### src/rtl/core/mstd_pkg.sv
// ----------------------------------------------------------------------------
// mstd_pkg: shared definitions of the seven-tap decimator
// Types and codes used by more than one module of the seven-tap 2:1
// decimating line filter, and the arithmetic helpers of its modules.
// ----------------------------------------------------------------------------
`default_nettype none

package mstd_pkg;

   localparam int PAIR_W            = 11;
   localparam int SAMPLE_W          = 8;
   localparam int MAX_PAIRS_DEFAULT = 1024;
   localparam int MIN_PAIRS         = 4;
   localparam int PAIR_RESET        = 320;
   localparam int TAP_COUNT         = 7;
   localparam int SUM_W             = 19;
   localparam int FIFO_DEPTH        = 8;

   // What a sample at a given line position produces.
   localparam int KIND_W = 3;
   localparam logic [KIND_W-1:0] KIND_NONE   = 3'd0;
   localparam logic [KIND_W-1:0] KIND_FIRST  = 3'd1;
   localparam logic [KIND_W-1:0] KIND_SECOND = 3'd2;
   localparam logic [KIND_W-1:0] KIND_MID    = 3'd3;
   localparam logic [KIND_W-1:0] KIND_END    = 3'd4;

   typedef logic [SAMPLE_W-1:0] sample_type;
   typedef logic signed [SUM_W-1:0] sum_type;

   typedef struct packed {
      logic valid;
      logic pair;
   } push_type;

   typedef struct packed {
      logic [SAMPLE_W-1:0] filtered;
      logic                line_end;
   } result_type;

   // Rounding, clamping and scaling of one filter sum to an 8-bit result.
   function automatic logic [SAMPLE_W-1:0] squash(input sum_type sum);
      sum_type t;
      t = sum + SUM_W'(127);
      if (t < 0) begin
         squash = '0;
      end else if (t > SUM_W'(32'hFFFF)) begin
         squash = 8'hFF;
      end else begin
         squash = t[15:8];
      end
   endfunction

   // Constant-coefficient product of one unsigned sample.
   function automatic sum_type tap(input sample_type s, input int coef);
      sum_type ext;
      ext = $signed({{(SUM_W-SAMPLE_W){1'b0}}, s});
      tap = ext * SUM_W'(coef);
   endfunction

endpackage

`default_nettype wire

### src/rtl/core/mpeg_seven_tap_decimator.sv
// ----------------------------------------------------------------------------
// mpeg_seven_tap_decimator: seven-tap 2:1 decimating line filter
// Filters a line of 8-bit samples with the taps -29,0,88,138,88,0,-29 and
// keeps every second centre, with the line edges folded.
// ----------------------------------------------------------------------------
// The block takes one sample per clock and produces one filtered output for
// every second input sample. A line holds 2*pair_count samples, where
// pair_count is clamped to the range 4 to MAX_PAIRS. The output for centre
// i-3 leaves after the sample at each odd index i from 3 up; the last sample
// of a line yields two outputs, and the second of them carries line_end.
// A result passes through the work register, the sum registers and the
// result queue before it raises rsp_valid.
// Sustained rate is one input transaction per cycle: results wait in an
// eight-entry queue, and the input is stalled only while that queue, counting
// results still in the pipeline, has fewer than two free places.
// Writing pair_count through the csr_ port restarts the line, so the next
// sample is index 0 of a new line; the port is always ready, and a write is
// meant to happen only while no results are pending.
// ----------------------------------------------------------------------------
`default_nettype none

module mpeg_seven_tap_decimator
   import mstd_pkg::*;
#(
   parameter int MAX_PAIRS = MAX_PAIRS_DEFAULT
)
(
   input  wire logic                clock,
   input  wire logic                reset,
   input  wire logic                req_valid,
   output logic                     req_stall,
   input  wire logic [SAMPLE_W-1:0] req_sample,
   output logic                     rsp_valid,
   input  wire logic                rsp_stall,
   output logic [SAMPLE_W-1:0]      rsp_filtered,
   output logic                     rsp_line_end,
   input  wire logic                csr_valid,
   output logic                     csr_ready,
   input  wire logic [PAIR_W-1:0]   csr_pair_count
);

   // Width of a clamped pair count, of a line position and of the compare.
   localparam int EW    = $clog2(MAX_PAIRS + 1);
   localparam int PW    = EW + 1;
   localparam int CW    = (EW > PAIR_W) ? EW : PAIR_W;
   localparam int RES_W = $clog2(FIFO_DEPTH) + 1;

   logic [PAIR_W-1:0] pair_count_ff;
   logic [PAIR_W-1:0] pair_count_in;
   logic [PW-1:0]     position_ff;
   logic [PW-1:0]     position_in;
   logic [RES_W-1:0]  reserved_ff;
   logic [RES_W-1:0]  reserved_in;
   logic              work_valid_ff;
   logic [KIND_W-1:0] work_kind_ff;

   logic [CW-1:0]     pc_ext;
   logic [EW-1:0]     eff_pairs;
   logic [PW-1:0]     last_idx;
   logic [KIND_W-1:0] kind;
   logic [RES_W-1:0]  n_results;
   logic              req_accept;
   logic              rsp_accept;
   logic              csr_accept;

   sample_type        taps [TAP_COUNT];
   push_type          push;
   sum_type           sum_a;
   sum_type           sum_b;
   result_type        entry_a;
   result_type        entry_b;
   result_type        head;

   assign csr_ready  = 1'b1;
   assign csr_accept = csr_valid && csr_ready;
   assign req_accept = req_valid && !req_stall;
   assign rsp_accept = rsp_valid && !rsp_stall;

   // The queue must have room for the two results of a line end in the
   // worst case, counting everything still on its way through the pipeline.
   assign req_stall = (reserved_ff > RES_W'(FIFO_DEPTH - 2));

   // Clamp the line length and find where in the line this sample sits.
   always_comb begin
      pc_ext = CW'(pair_count_ff);
      if (pc_ext < CW'(MIN_PAIRS)) begin
         eff_pairs = EW'(MIN_PAIRS);
      end else if (pc_ext > CW'(MAX_PAIRS)) begin
         eff_pairs = EW'(MAX_PAIRS);
      end else begin
         eff_pairs = EW'(pc_ext);
      end
      last_idx = {eff_pairs, 1'b0} - PW'(1);

      if (position_ff == last_idx) begin
         kind = KIND_END;
      end else if (position_ff[0] && position_ff >= PW'(3)) begin
         // Any odd index from 3 up that is below the last one yields a single result.
         if (position_ff == PW'(3)) begin
            kind = KIND_FIRST;
         end else if (position_ff == PW'(5)) begin
            kind = KIND_SECOND;
         end else begin
            kind = KIND_MID;
         end
      end else begin
         kind = KIND_NONE;
      end

      case (kind)
         KIND_NONE: n_results = RES_W'(0);
         KIND_END:  n_results = RES_W'(2);
         default:   n_results = RES_W'(1);
      endcase

      pair_count_in = pair_count_ff;
      position_in   = position_ff;
      if (csr_accept) begin
         pair_count_in = csr_pair_count;
         position_in   = '0;
      end else if (req_accept) begin
         position_in = (position_ff >= last_idx) ? '0 : position_ff + PW'(1);
      end

      reserved_in = reserved_ff + (req_accept ? n_results : RES_W'(0))
                  - RES_W'(rsp_accept);
   end

   always_ff @(posedge clock) begin
      if (reset) begin
         pair_count_ff <= PAIR_W'(PAIR_RESET);
         position_ff   <= '0;
         reserved_ff   <= '0;
         work_valid_ff <= 1'b0;
         work_kind_ff  <= KIND_NONE;
      end else begin
         pair_count_ff <= pair_count_in;
         position_ff   <= position_in;
         reserved_ff   <= reserved_in;
         work_valid_ff <= req_accept && (kind != KIND_NONE);
         if (req_accept) begin
            work_kind_ff <= kind;
         end
      end
   end

   // The tap chain: cell 0 takes the incoming sample, every other cell takes
   // its neighbor's sample, so cell k holds the sample k steps back.
   for (genvar k = 0; k < TAP_COUNT; k++) begin : g_cell
      if (k == 0) begin : g_head
         mstd_tap_cell u_cell (
            .clock      (clock),
            .shift      (req_accept),
            .sample_in  (req_sample),
            .sample_out (taps[k])
         );
      end else begin : g_body
         mstd_tap_cell u_cell (
            .clock      (clock),
            .shift      (req_accept),
            .sample_in  (taps[k-1]),
            .sample_out (taps[k])
         );
      end
   end

   // The chain holds still for the cycle after an accept unless another
   // sample arrives, and the sums are taken in exactly that cycle.
   mstd_sum_unit u_sum (
      .clock      (clock),
      .reset      (reset),
      .work_valid (work_valid_ff),
      .work_kind  (work_kind_ff),
      .taps       (taps),
      .push       (push),
      .sum_a      (sum_a),
      .sum_b      (sum_b)
   );

   always_comb begin
      entry_a.filtered = squash(sum_a);
      entry_a.line_end = 1'b0;
      entry_b.filtered = squash(sum_b);
      entry_b.line_end = 1'b1;
   end

   mstd_result_fifo u_fifo (
      .clock     (clock),
      .reset     (reset),
      .push      (push),
      .entry_a   (entry_a),
      .entry_b   (entry_b),
      .pop       (rsp_accept),
      .not_empty (rsp_valid),
      .head      (head)
   );

   assign rsp_filtered = head.filtered;
   assign rsp_line_end = head.line_end;

endmodule

`default_nettype wire

### src/rtl/core/mstd_tap_cell.sv
// ----------------------------------------------------------------------------
// mstd_tap_cell: one storage cell of the tap chain
// Holds one sample and hands it to the next cell each time the chain shifts.
// ----------------------------------------------------------------------------
`default_nettype none

module mstd_tap_cell
   import mstd_pkg::*;
(
   input  wire logic       clock,
   input  wire logic       shift,
   input  wire sample_type sample_in,
   output sample_type      sample_out
);

   sample_type sample_ff;
   sample_type sample_in_w;

   always_comb begin
      sample_in_w = shift ? sample_in : sample_ff;
   end

   always_ff @(posedge clock) begin
      sample_ff <= sample_in_w;
   end

   assign sample_out = sample_ff;

endmodule

`default_nettype wire

### src/rtl/core/mstd_sum_unit.sv
// ----------------------------------------------------------------------------
// mstd_sum_unit: filter sum stage
// Forms the one or two tap sums that a sample position calls for, with the
// edge folding applied, and registers them.
// ----------------------------------------------------------------------------
`default_nettype none

module mstd_sum_unit
   import mstd_pkg::*;
(
   input  wire logic              clock,
   input  wire logic              reset,
   input  wire logic              work_valid,
   input  wire logic [KIND_W-1:0] work_kind,
   input  wire sample_type        taps [TAP_COUNT],
   output push_type               push,
   output sum_type                sum_a,
   output sum_type                sum_b
);

   push_type push_ff;
   push_type push_in;
   sum_type  sum_a_ff;
   sum_type  sum_a_in;
   sum_type  sum_b_ff;

   // taps[k] is the sample k steps back from the one that triggered the work.
   always_comb begin
      push_in.valid = work_valid;
      push_in.pair  = (work_kind == KIND_END);
      case (work_kind)
         KIND_FIRST: begin
            sum_a_in = tap(taps[3], 197) + tap(taps[2], 88) - tap(taps[0], 29);
         end
         KIND_SECOND: begin
            sum_a_in = tap(taps[4], 59) + tap(taps[3], 138) + tap(taps[2], 88)
                     - tap(taps[0], 29);
         end
         KIND_END: begin
            sum_a_in = tap(taps[4], 88) + tap(taps[3], 138) + tap(taps[2], 59)
                     - tap(taps[6], 29);
         end
         default: begin
            sum_a_in = tap(taps[4], 88) + tap(taps[3], 138) + tap(taps[2], 88)
                     - tap(taps[6], 29) - tap(taps[0], 29);
         end
      endcase
   end

   always_ff @(posedge clock) begin
      if (reset) begin
         push_ff <= '0;
      end else begin
         push_ff <= push_in;
      end
   end

   always_ff @(posedge clock) begin
      sum_a_ff <= sum_a_in;
      sum_b_ff <= tap(taps[2], 88) + tap(taps[1], 197) - tap(taps[4], 29);
   end

   assign push  = push_ff;
   assign sum_a = sum_a_ff;
   assign sum_b = sum_b_ff;

endmodule

`default_nettype wire

### src/rtl/core/mstd_result_fifo.sv
// ----------------------------------------------------------------------------
// mstd_result_fifo: result queue
// Takes one or two results per cycle and delivers them one per transaction.
// ----------------------------------------------------------------------------
`default_nettype none

module mstd_result_fifo
   import mstd_pkg::*;
(
   input  wire logic       clock,
   input  wire logic       reset,
   input  wire push_type   push,
   input  wire result_type entry_a,
   input  wire result_type entry_b,
   input  wire logic       pop,
   output logic            not_empty,
   output result_type      head
);

   localparam int PTR_W = $clog2(FIFO_DEPTH);
   localparam int CNT_W = PTR_W + 1;

   result_type       mem_ff [FIFO_DEPTH];
   logic [PTR_W-1:0] wr_ptr_ff;
   logic [PTR_W-1:0] wr_ptr_in;
   logic [PTR_W-1:0] rd_ptr_ff;
   logic [PTR_W-1:0] rd_ptr_in;
   logic [CNT_W-1:0] count_ff;
   logic [CNT_W-1:0] count_in;
   logic [CNT_W-1:0] n_push;

   always_comb begin
      n_push = !push.valid ? CNT_W'(0) : (push.pair ? CNT_W'(2) : CNT_W'(1));
      wr_ptr_in = wr_ptr_ff + PTR_W'(n_push);
      rd_ptr_in = rd_ptr_ff + PTR_W'(pop);
      count_in  = count_ff + n_push - CNT_W'(pop);
   end

   always_ff @(posedge clock) begin
      if (reset) begin
         wr_ptr_ff <= '0;
         rd_ptr_ff <= '0;
         count_ff  <= '0;
      end else begin
         wr_ptr_ff <= wr_ptr_in;
         rd_ptr_ff <= rd_ptr_in;
         count_ff  <= count_in;
      end
   end

   always_ff @(posedge clock) begin
      if (push.valid) begin
         mem_ff[wr_ptr_ff] <= entry_a;
         if (push.pair) begin
            mem_ff[wr_ptr_ff + PTR_W'(1)] <= entry_b;
         end
      end
   end

   assign not_empty = (count_ff != '0);
   assign head      = mem_ff[rd_ptr_ff];

endmodule

`default_nettype wire
### config.mk
export PLATFORM = sky130hd
export DESIGN_NAME = mpeg_seven_tap_decimator
export DESIGN_NICKNAME = d
export VERILOG_FILES = /design/src/rtl/core/mstd_pkg.sv /design/src/rtl/core/mpeg_seven_tap_decimator.sv /design/src/rtl/core/mstd_tap_cell.sv /design/src/rtl/core/mstd_sum_unit.sv /design/src/rtl/core/mstd_result_fifo.sv
export SDC_FILE = /design/constraint.sdc
export NUM_CORES = 1
export LEC_CHECK = 0
export ABC_AREA = 1
export BUFFER_PORTS_ARGS = -buffer_cell sky130_fd_sc_hd__buf_2
export CAP_MARGIN = 20
export CELL_PAD_IN_SITES_DETAIL_PLACEMENT = 2
export CELL_PAD_IN_SITES_GLOBAL_PLACEMENT = 2
export CORE_MARGIN = 2
export CORE_UTILIZATION = 40
export DETAILED_ROUTE_END_ITERATION = 7
export GPL_TIMING_DRIVEN = 0
export PLACE_DENSITY_LB_ADDON = 0.08
export SYNTH_ARGS = -nofsm -noshare
export SYNTH_HDL_FRONTEND = slang
export SYNTH_SLANG_ARGS = --single-unit
### constraint.sdc
create_clock -name clock -period 8.15 [get_ports clock]
set_input_delay 0.815 -clock clock [delete_from_list [all_inputs] [get_ports clock]]
set_output_delay 0.815 -clock clock [all_outputs]
set_load 0.005 [all_outputs]
======== Yosys cells after proc, flatten, opt, wreduce, memory -nomap -nowiden ========
Memories as Yosys holds them, arrays and structs flattened. A register that Yosys moved wholly into a read port is not among the register bits.
Index checks and enable logic that the tools add are counted.
operators by class
  reduce and logical (&&, ||, !) cells .... 10
  $add $sub $neg .......................... 24
  mux-type cells .......................... 22
  $mul .................................... 10
  eq/ne operators ......................... 7
  order comparisons ....................... 9
operators with widths
  cell                     count
  $add A19 B19 Y19         7
  $sub A19 B19 Y19         6
  $pmux W19 S3             1
  $mul A8 B5 Y13 const B   3
  $add A19 B8 Y19 const B  2
  $gt A19 B16 Y1 const B   2
  $lt A19 B1 Y1 const B    2
  $mul A8 B8 Y16 const B   2
  $mux W8                  4
  $mul A8 B6 Y14 const B   2
  $mul A8 B4 Y12 const B   2
  $mux W11                 2
  $mul A8 B7 Y15 const B   1
  $add A12 B1 Y12 const B  1
  $eq A12 B12 Y1           1
  $eq A12 B2 Y1 const B    1
  $eq A12 B3 Y1 const B    1
  $ge A12 B12 Y1           1
  $ge A12 B2 Y1 const B    1
  $mux W12                 1
  $sub A12 B1 Y12 const B  1
  $gt A11 B11 Y1 const B   1
  $lt A11 B3 Y1 const B    1
  $mux W3                  3
  other kinds (19)         33
storage, ports and cells
  flip-flop bits (word level) ............. 137
  memories ................................ 1
  logic and storage cells ................. 102
  bits of input ports ..................... 24
  bits in writable memories ............... 72
  output and inout port bits .............. 12
memory list
  memory         words  width  rd ports  clocked after memory_dff  wr ports  line                    RTL
  u_fifo.mem_ff  8      9      1         1                         2         mstd_result_fifo.sv:23  result_type mem_ff [FIFO_DEPTH];

======== Depth between registers and ports, before layout ========
Gate-level depths: netlist of the first run.
  depth after elaboration ................. 11
  depth in mapped cells ................... 34
  depth with buffers taken out ............ 34

======== Cells and area by module ========
A second synthesis of the first run with hierarchy kept.
unflattened totals
  cell total of the unflattened synthesis .. 3,458
  area, all modules ....................... 26,953.4 um2
modules (own cells, without submodules)
  module                    times used  area each (um2)  sequential area each (um2)  cells each
  mstd_sum_unit             1           16,768.6         780.7                       2,165
  mstd_result_fifo          1           5,071.1          2,362.3                     665
  mpeg_seven_tap_decimator  1           3,432.0          620.6                       572
  mstd_tap_cell             7           240.2            240.2                       8

======== Least setup slack after synthesis of the first run ========
OpenSTA, ideal clock, no wires.
  kind .................................... flip-flop to flip-flop
  start ................................... register g_cell[0].g_head.u_cell.sample_ff[1]
  end ..................................... register u_sum.sum_a_ff[16], in the netlist u_sum.sum_a[16]
  period minus slack after synthesis ...... 5.593 ns
  setup slack ............................. 2.557 ns
  library setup time ...................... 0.062 ns
  path buffers ............................ 0
  required time ........................... 8.088 ns
  stages on the path, launching flop included .. 27
  arrival time ............................ 5.531 ns
  cells stage by stage .................... edfxtp_1 -> inv_1 -> fa_1 -> inv_1 -> ha_1 -> fa_1 -> ha_1 -> a21oi_1 -> o21bai_1 -> a21oi_1 -> o21bai_1 -> nand2_1 -> nand2_1 -> a21oi_1 -> xnor2_1 -> fa_1 -> fa_1 -> inv_1 -> ha_1 -> a21oi_1 -> o21ai_0 -> a21oi_1 -> o21ai_0 -> xor2_1 -> o21ai_0 -> inv_1 -> nand3_1
between the ends
  cells in the longest elaborated chain, start to end .. 3
  elaborated cells between the ends (all ways) .. 5
  classes of those cells .................. add/sub: 3; mul: 1; mux: 1
ends and longest elaborated chain
  what                                 line                                                           RTL
  start: declaration                   mstd_tap_cell.sv:16                                            sample_type sample_ff;
  start signal: assignment             mstd_tap_cell.sv:24                                            sample_ff <= sample_in_w;
  $mul A8 B5 Y13 (*)                   mstd_pkg.sv:57                                                 tap = ext * SUM_W'(coef);
  $sub A19 B19 Y19 (on tied branches)  mstd_sum_unit.sv:45, mstd_sum_unit.sv:33, mstd_sum_unit.sv:37
  $pmux W19 S3 (*)                     mstd_sum_unit.sv:31                                            case (work_kind)
  named net u_sum.sum_a_in[16]         mstd_sum_unit.sv:24                                            sum_type sum_a_in;
  end signal: assignment               mstd_sum_unit.sv:59                                            sum_a_ff <= sum_a_in;
  end: declaration                     mstd_sum_unit.sv:23                                            sum_type sum_a_ff;
The timed path passes the listed nets; every way through them passes the cells marked *.
A chain may end at the register's enable or synchronous reset.

======== Worst setup path in the final report of the first run ========
Same ends and word-level chain as after synthesis.

==> results of run 1 <==
[final cells by class]
| type | count | area, sq um |
|---|---|---|
| Buffer | 34 | 164 |
| Clock buffer | 39 | 851 |
| Clock inverter | 14 | 118 |
| Fill cell | 7296 | 35200 |
| Inverter | 652 | 2450 |
| Multi-Input combinational cell | 2302 | 17400 |
| Sequential cell | 209 | 5390 |
| Tap cell | 846 | 1060 |
| Timing Repair Buffer | 47 | 279 |
[final timing paths]
kind                                                    from                                               to  cells after the start
max          g_cell[0].g_head.u_cell.sample_out[1]$_DFFE_PP_                          u_sum.sum_a[16]$_DFF_P_                     26
min                                            req_sample[5]  g_cell[0].g_head.u_cell.sample_out[5]$_DFFE_PP_                      1
max reg2reg  g_cell[0].g_head.u_cell.sample_out[1]$_DFFE_PP_                          u_sum.sum_a[16]$_DFF_P_                     26
min reg2reg                         work_valid_ff$_SDFF_PP0_                         u_sum.push[1]$_SDFF_PP0_                      2
[flip-flops by register name (all words and copies together), names as in the netlist]
| name | flops |
|---|---|
| u_fifo.count_ff | 4 |
| g_cell.g_body.u_cell.sample_out | 48 |
| work_kind_ff | 3 |
| work_valid_ff | 1 |
| u_fifo.rd_ptr_ff | 3 |
| position_ff | 12 |
| u_sum.sum_a | 19 |
| reserved_ff | 4 |
| pair_count_ff | 11 |
| u_sum.push | 2 |
| u_sum.sum_b | 19 |
| u_fifo.wr_ptr_ff | 3 |
| u_fifo.mem_ff | 72 |
| g_cell.g_head.u_cell.sample_out | 8 |
[kinds of logic (layout without fill, tap and decap cells)]
logic type / Yosys count / after routing / share of synthesized area [%]
fa+ha+maj: 591 / 591 / 34.0
compound gates: 481 / 481 / 10.4
simple gates: 1068 / 1068 / 18.4
other cells: 1 / 1 / 0.0148
xor+xnor: 161 / 161 / 5.63
buf+inv: 686 / 786 / 10.3
flops: 209 / 209 / 21.2
[worst max-delay path, stage by stage (launching register included)]
cell and delay (ns):
edfxtp_1 0.64, inv_1 0.31, fa_1 0.61, inv_1 0.05
ha_1 0.31, fa_1 0.46, ha_1 0.37, a21oi_1 0.09
o21bai_1 0.21, a21oi_1 0.12, o21bai_1 0.22, nand2_1 0.09
nand2_1 0.07, a21oi_1 0.08, xnor2_1 0.84, fa_1 0.60
fa_1 0.62, inv_1 0.06, ha_1 0.36, a21oi_1 0.25
o21ai_0 0.13, a21oi_1 0.13, o21ai_0 0.19, xor2_1 0.29
o21ai_0 0.13, inv_1 0.08, nand3_1 0.07
[cell usage after synthesis (9+ instances only)]
cell      instances
a21oi_1         220
a31oi_1          17
o21ai_1           9
nand2_1         486
o22ai_1          10
nor2_1          250
dfxtp_1          89
edfxtp_1        120
clkbuf_1         23
nand4_1          23
inv_1           645
nand3_1         218
fa_1            165
nor2_2            9
a21o_1           13
o21bai_1         18
nor3_1           31
ha_1            426
xnor2_1          44
o21ai_0         156
or2_2            12
xor2_1          116
[stage by stage]
stage	area [sq um]	hold slack (ns)	cells
floorplan	25400	0.388	3197
global placement	26600	0.404	4077
detailed placement	26700	0.405	4088
CTS	27700	0.374	4141
global route	27700	0.389	4143
finish	27700	0.397	4143
[layer usage]
metal	wire, um	up-vias
li1	-	10500
met1	38600	11200
met2	46900	320
met3	2130	151
met4	3690	0
met5	0	-
==> summary.txt, run 1 <==
Critical path
  – CP Launch Type: flip-flop
  – R2R setup slack: about 0.64 ns
  – Worst Setup End Kind: flip-flop
  – CP required: 8.62 ns
  – Crit Path Max Fanout: 5
  – CP arrival: roughly 8.0 ns
  – Kind of critical path: flip-flop to flip-flop

Flow run
  – Max-cap viol count: 0

Cells and area
  – Final core area utilization: between 40 and 50%
  – Most common cell after layout, fill and taps aside: inv_1
  – Ant. Diodes: 0
  – Final nets: between 3000 and 4000
  – Synth-to-layout area growth: 9.16%
  – Share of layout cells above drive strength 1: under 10%
  – Most frequent cells in the layout: 644 x inv_1, 486 x nand2_1, 426 x ha_1, 250 x nor2_1, 220 x a21oi_1

STA
  – RSZ-0062 raised after global routing: false
  – Fin. max-slew vios: 0
  – Tightest Pin Transition: between 1 and 1.5 ns
  – Worst slew margin: a little over a quarter
  – Setup TNS Final: 0 ns
  – Final WS setup: about 0.64 ns
  – Fmax: roughly 130 MHz
  – Endpoints failing setup: 0
  – Fin. Hold Viols: 0
  – Min Tclk post-route: between 7 and 8 ns
  – Fin crit share: between 90% and 100%
  – Clock skew: between 0.02 and 0.025 ns

GRT
  – Global-route wire length before repair: 144 mm
  – Overall routing resource usage: approximately 28%
  – Met2 GRT Util: between 50% and 60%
  – Pin count of the biggest net entering global routing: 60
  – GR Overflow Total: 0
  – Met1 GRT Util: 33.3%
  – Initial antenna violation count: 0
  – Met3 Track Usage GR: under 10%
  – Busiest grt layer: met2
  – Vias in the first global route: ~25000

Route
  – First drt pass iteration count: 5
  – Vias per inst: approximately 5.4
  – Final wirelength: about 90 mm
  – Routed wire per std cell: 22.1 um
  – DRT iter0 DRCs: just under 1000
  – # DRC: 0
  – Via count: approximately 22000
  – Remaining antenna violation count: 0

Synthesis
  – Register area share after synthesis: about a fifth
  – Mean post-synth cell area: 7.94 sq um
  – Cell taking the most area after synthesis: ha_1
  – Post-synth top area share: a little over a fifth
  – Main flop type after synthesis: edfxtp_1
  – Top post-synthesis cells by area: ha_1 21%, edfxtp_1 14%, fa_1 13%, inv_1 9.5%, nand2_1 7.2%
  – #FFs+latches synth: roughly 210
  – Warnings, synthesis: 0
  – Async S/R FF share, synth: 0%
  – Syn_nets: around 3800
  – Synthesized instance count: about 3200
  – Synth cell types: 54
  – Post-synth EDFFs: 120
  – Cell Area, Synth: approximately 0.025 sq mm

Die
  – DIE AREA: between 0.06 and 0.07 sq mm
  – Die Ht: between 200 and 300 um
  – Core area: ~0.063 sq mm
  – Die X: about 260 um
  – Row count: 92
  – Initial Utilization: roughly two fifths
  – IO Pins: 36

Clocking
  – TritonCTS Buffers: 29
  – Worst-path clk slew: approximately 0.060 ns
  – H-tree depth: 1
  – Clock latency on the worst-skew pair: 0.61 ns
  – Clock Tree Buf Depth: 3
  – CTS tree: yes
  – TritonCTS Sinks: ~210
  – Post-CTS Setup Inserts: 0
  – Post-CTS Hold Buffers: 0
  – PostCTS Resize Cnt: 0
  – Clock Tree Root: clkbuf_16

Outcome
  – Outcome: completed

Hold path
  – Min-delay worst type: input port to flip-flop

Placement
  – GPL Wtd Cong: between 0.8 and 0.9
  – Buffers on Ports: 34
  – Dpl hpwl: approximately 76 mm
  – Pre-CTS setup slack: slightly above 0.7 ns
Power of run 1 is left out: the tool's default activity adds up to more than one toggle a clock period on the data nets, which glitch-free logic cannot reach.
==> inputs of run 2 (changes only) <==
- CORE_MARGIN: 2 -> 1
- PLACE_DENSITY: default -> 0.8
- PLACE_DENSITY_LB_ADDON: 0.08 -> default
- SETUP_SLACK_MARGIN: default -> 0.4
==> run 2 against run 1 <==
  * Setup slack better by 0.24 ns
  * Global-route usage up 0.95 points
  * First-iteration DRC count is 12% lower
  * Via count grew 0.82%
  * Register-to-register slack improved by 0.24 ns
  * Largest cell class unchanged
==> summary.txt, run 2 (synthesis results as in run 1) <==
Placement
  – Buffers on Ports: 34 (unchanged)
  – GPL Wtd Cong: 0.899 (+0.73%)
  – Dpl hpwl: 76.1 mm (-0.48%)

Route
  – Vias per inst: 5.42 (+1.2%)
  – Remaining antenna violation count: 0 (unchanged)
  – DRT iter0 DRCs: 865 (-12%)
  – Routed wire per std cell: 22.2 um (+0.48%)
  – # DRC: 0 (unchanged)
  – First drt pass iteration count: 4 (-1)
  – Via count: 22400 (+0.82%)
  – Final wirelength: 91.5 mm (+0.14%)

Cells and area
  – Ant. Diodes: 0 (unchanged)
  – Most flop-heavy register: u_fifo.mem_ff
  – Synth-to-layout area growth: 9.09% (about the same)
  – Most frequent cells in the layout: 644 x inv_1, 486 x nand2_1, 426 x ha_1, 250 x nor2_1, 220 x a21oi_1
  – Share of layout cells above drive strength 1: 4.89% (-0.17 points)
  – Max reg flops: 72 (unchanged)
  – Final nets: 3886 (-0.10%)
  – Most common cell after layout, fill and taps aside: inv_1

Critical path
  – R2R setup slack: 0.89 ns (+0.24 ns)
  – Crit path top cell by count: nand2_1
  – CP required: 8.60 ns (-0.02 ns)
  – Crit-path max cell delay: 0.57 ns (-0.27 ns)
  – Worst Setup End Kind: flip-flop
  – Crit Path Max Fanout: 5 (unchanged)
  – Crit path to: u_sum.sum_a[16]$_DFF_P_
  – Slowest CP cell: fa_1
  – R2R depth: 30 (+15%)
  – Kind of critical path: flip-flop to flip-flop
  – Reg2Reg Capture Point: u_sum.sum_a[16]$_DFF_P_
  – Reg-to-Reg Start: g_cell[0].g_head.u_cell.sample_out[1]$_DFFE_PP_
  – CP arrival: 7.71 ns (-0.27 ns)
  – Critical Path Start: g_cell[0].g_head.u_cell.sample_out[1]$_DFFE_PP_
  – CP Launch Type: flip-flop

GRT
  – Vias in the first global route: 25700 (+1.3%)
  – Overall routing resource usage: 28.9% (+0.95 points)
  – Pin count of the biggest net entering global routing: 54 (-10%)
  – Global-route wire length before repair: 144 mm (+0.17%)
  – GR Overflow Total: 0 (unchanged)
  – Initial antenna violation count: 0 (unchanged)

Hold path
  – Min-delay worst type: input port to flip-flop

Outcome
  – Outcome: completed

STA
  – Fmax: 138 MHz (+3.4%)
  – Endpoints failing setup: 0 (unchanged)
  – RSZ-0062 raised after global routing: false
  – Tightest Pin Transition: 1.17 ns (+0.0900 ns)
  – Fin crit share: 89.1% (-3.0 points)
  – Clock skew: 0.0171 ns (-0.00333 ns)
  – Setup TNS Final: 0 ns (unchanged)
  – Min Tclk post-route: 7.26 ns (-0.243 ns)
  – Fin. max-slew vios: 0 (unchanged)
  – Fin. Hold Viols: 0 (unchanged)
  – Worst slew margin: 21.1% (-6.0 points)

Clocking
  – Post-CTS Setup Inserts: 0 (unchanged)
  – PostCTS Resize Cnt: 0 (unchanged)
  – Post-CTS Hold Buffers: 0 (unchanged)
  – Clock Tree Root: clkbuf_16
  – TritonCTS Sinks: 209 (unchanged)
  – TritonCTS Buffers: 27 (-6.9%)
  – Worst-path clk slew: 0.06 ns (about the same)
  – Clock Tree Buf Depth: 3 (unchanged)
  – Clock latency on the worst-skew pair: 0.59 ns (-0.02 ns)
  – H-tree depth: 1 (unchanged)
  – CTS tree: yes

Die
  – IO Pins: 36 (unchanged)
  – Row count: 91 (-1.1%)
  – DIE AREA: 0.0644 sq mm (-1.6%)
  – Die Ht: 254 um (-0.78%)
  – Core area: 0.0622 sq mm (-1.1%)
  – Initial Utilization: 40.8% (+0.44 points)
  – Die X: 254 um (-0.78%)

Flow run
  – Max-cap viol count: 0 (unchanged)
## run 2: cell types whose count changed in the layout (fill, tap and decap cells not counted), sizes merged
cell / delta
clkbuf: +1
clkinv: -6
clkinvlp: +1
buf: -1
## run 2: worst min-delay path by stage
stage,cells past startpoint,slack [ns],to,startpoint
floorplan,2,0.39,u_sum.push[1]$_SDFF_PP0_,work_valid_ff$_SDFF_PP0_
global placement,0,0.41,g_cell[6].g_body.u_cell.sample_out[0]$_DFFE_PP_,g_cell[5].g_body.u_cell.sample_out[0]$_DFFE_PP_
detailed placement,2,0.41,u_sum.push[1]$_SDFF_PP0_,work_valid_ff$_SDFF_PP0_
CTS,1,0.38,g_cell[0].g_head.u_cell.sample_out[6]$_DFFE_PP_,req_sample[6]
global route,1,0.40,g_cell[0].g_head.u_cell.sample_out[6]$_DFFE_PP_,req_sample[6]
finish,1,0.41,g_cell[0].g_head.u_cell.sample_out[6]$_DFFE_PP_,req_sample[6]
## run 2: critical path, delay by kind of cell (launching register included)
family          cells  cell delay, ns
compound gates      5            1.28
xor+xnor            2            0.79
simple gates       10            1.08
fa+ha+maj           7            2.93
buf+inv             6            0.52
flops               1            0.53
## run 2: stage by stage
stage               util [%]  instances  instance area (sq um)  hold WS (ns)  setup slack, ns
finish                  44.5       4129                  27700         0.407            0.887
detailed placement      42.9       4077                  26700         0.409            0.905
global placement        42.8       4068                  26600         0.406             1.16
CTS                     44.5       4127                  27700         0.381            0.809
global route            44.5       4129                  27700         0.397            0.546
floorplan                  -       3197                  25400         0.388             2.56
## run 2: cell type report
class                   count  area, sq um
clock buffers              41          895
inverters                 652         2450
well taps                 837         1050
plain buffers              34          164
flip-flops and latches    209         5390
multi-input cells        2302        17400
clock inverters             9         70.1
repair buffers             45          277
fillers                  7224        34500
## run 2: layer usage
| layer | GRT usage, % | share of wire (%) |
|---|---|---|
| met1 | 34.2 | 42 |
| met2 | 54.4 | 52 |
| met3 | 2.34 | 2.7 |
| met4 | 9.95 | 3.7 |
| met5 | 0 | 0 |
Power of run 2 is left out for the same reason.
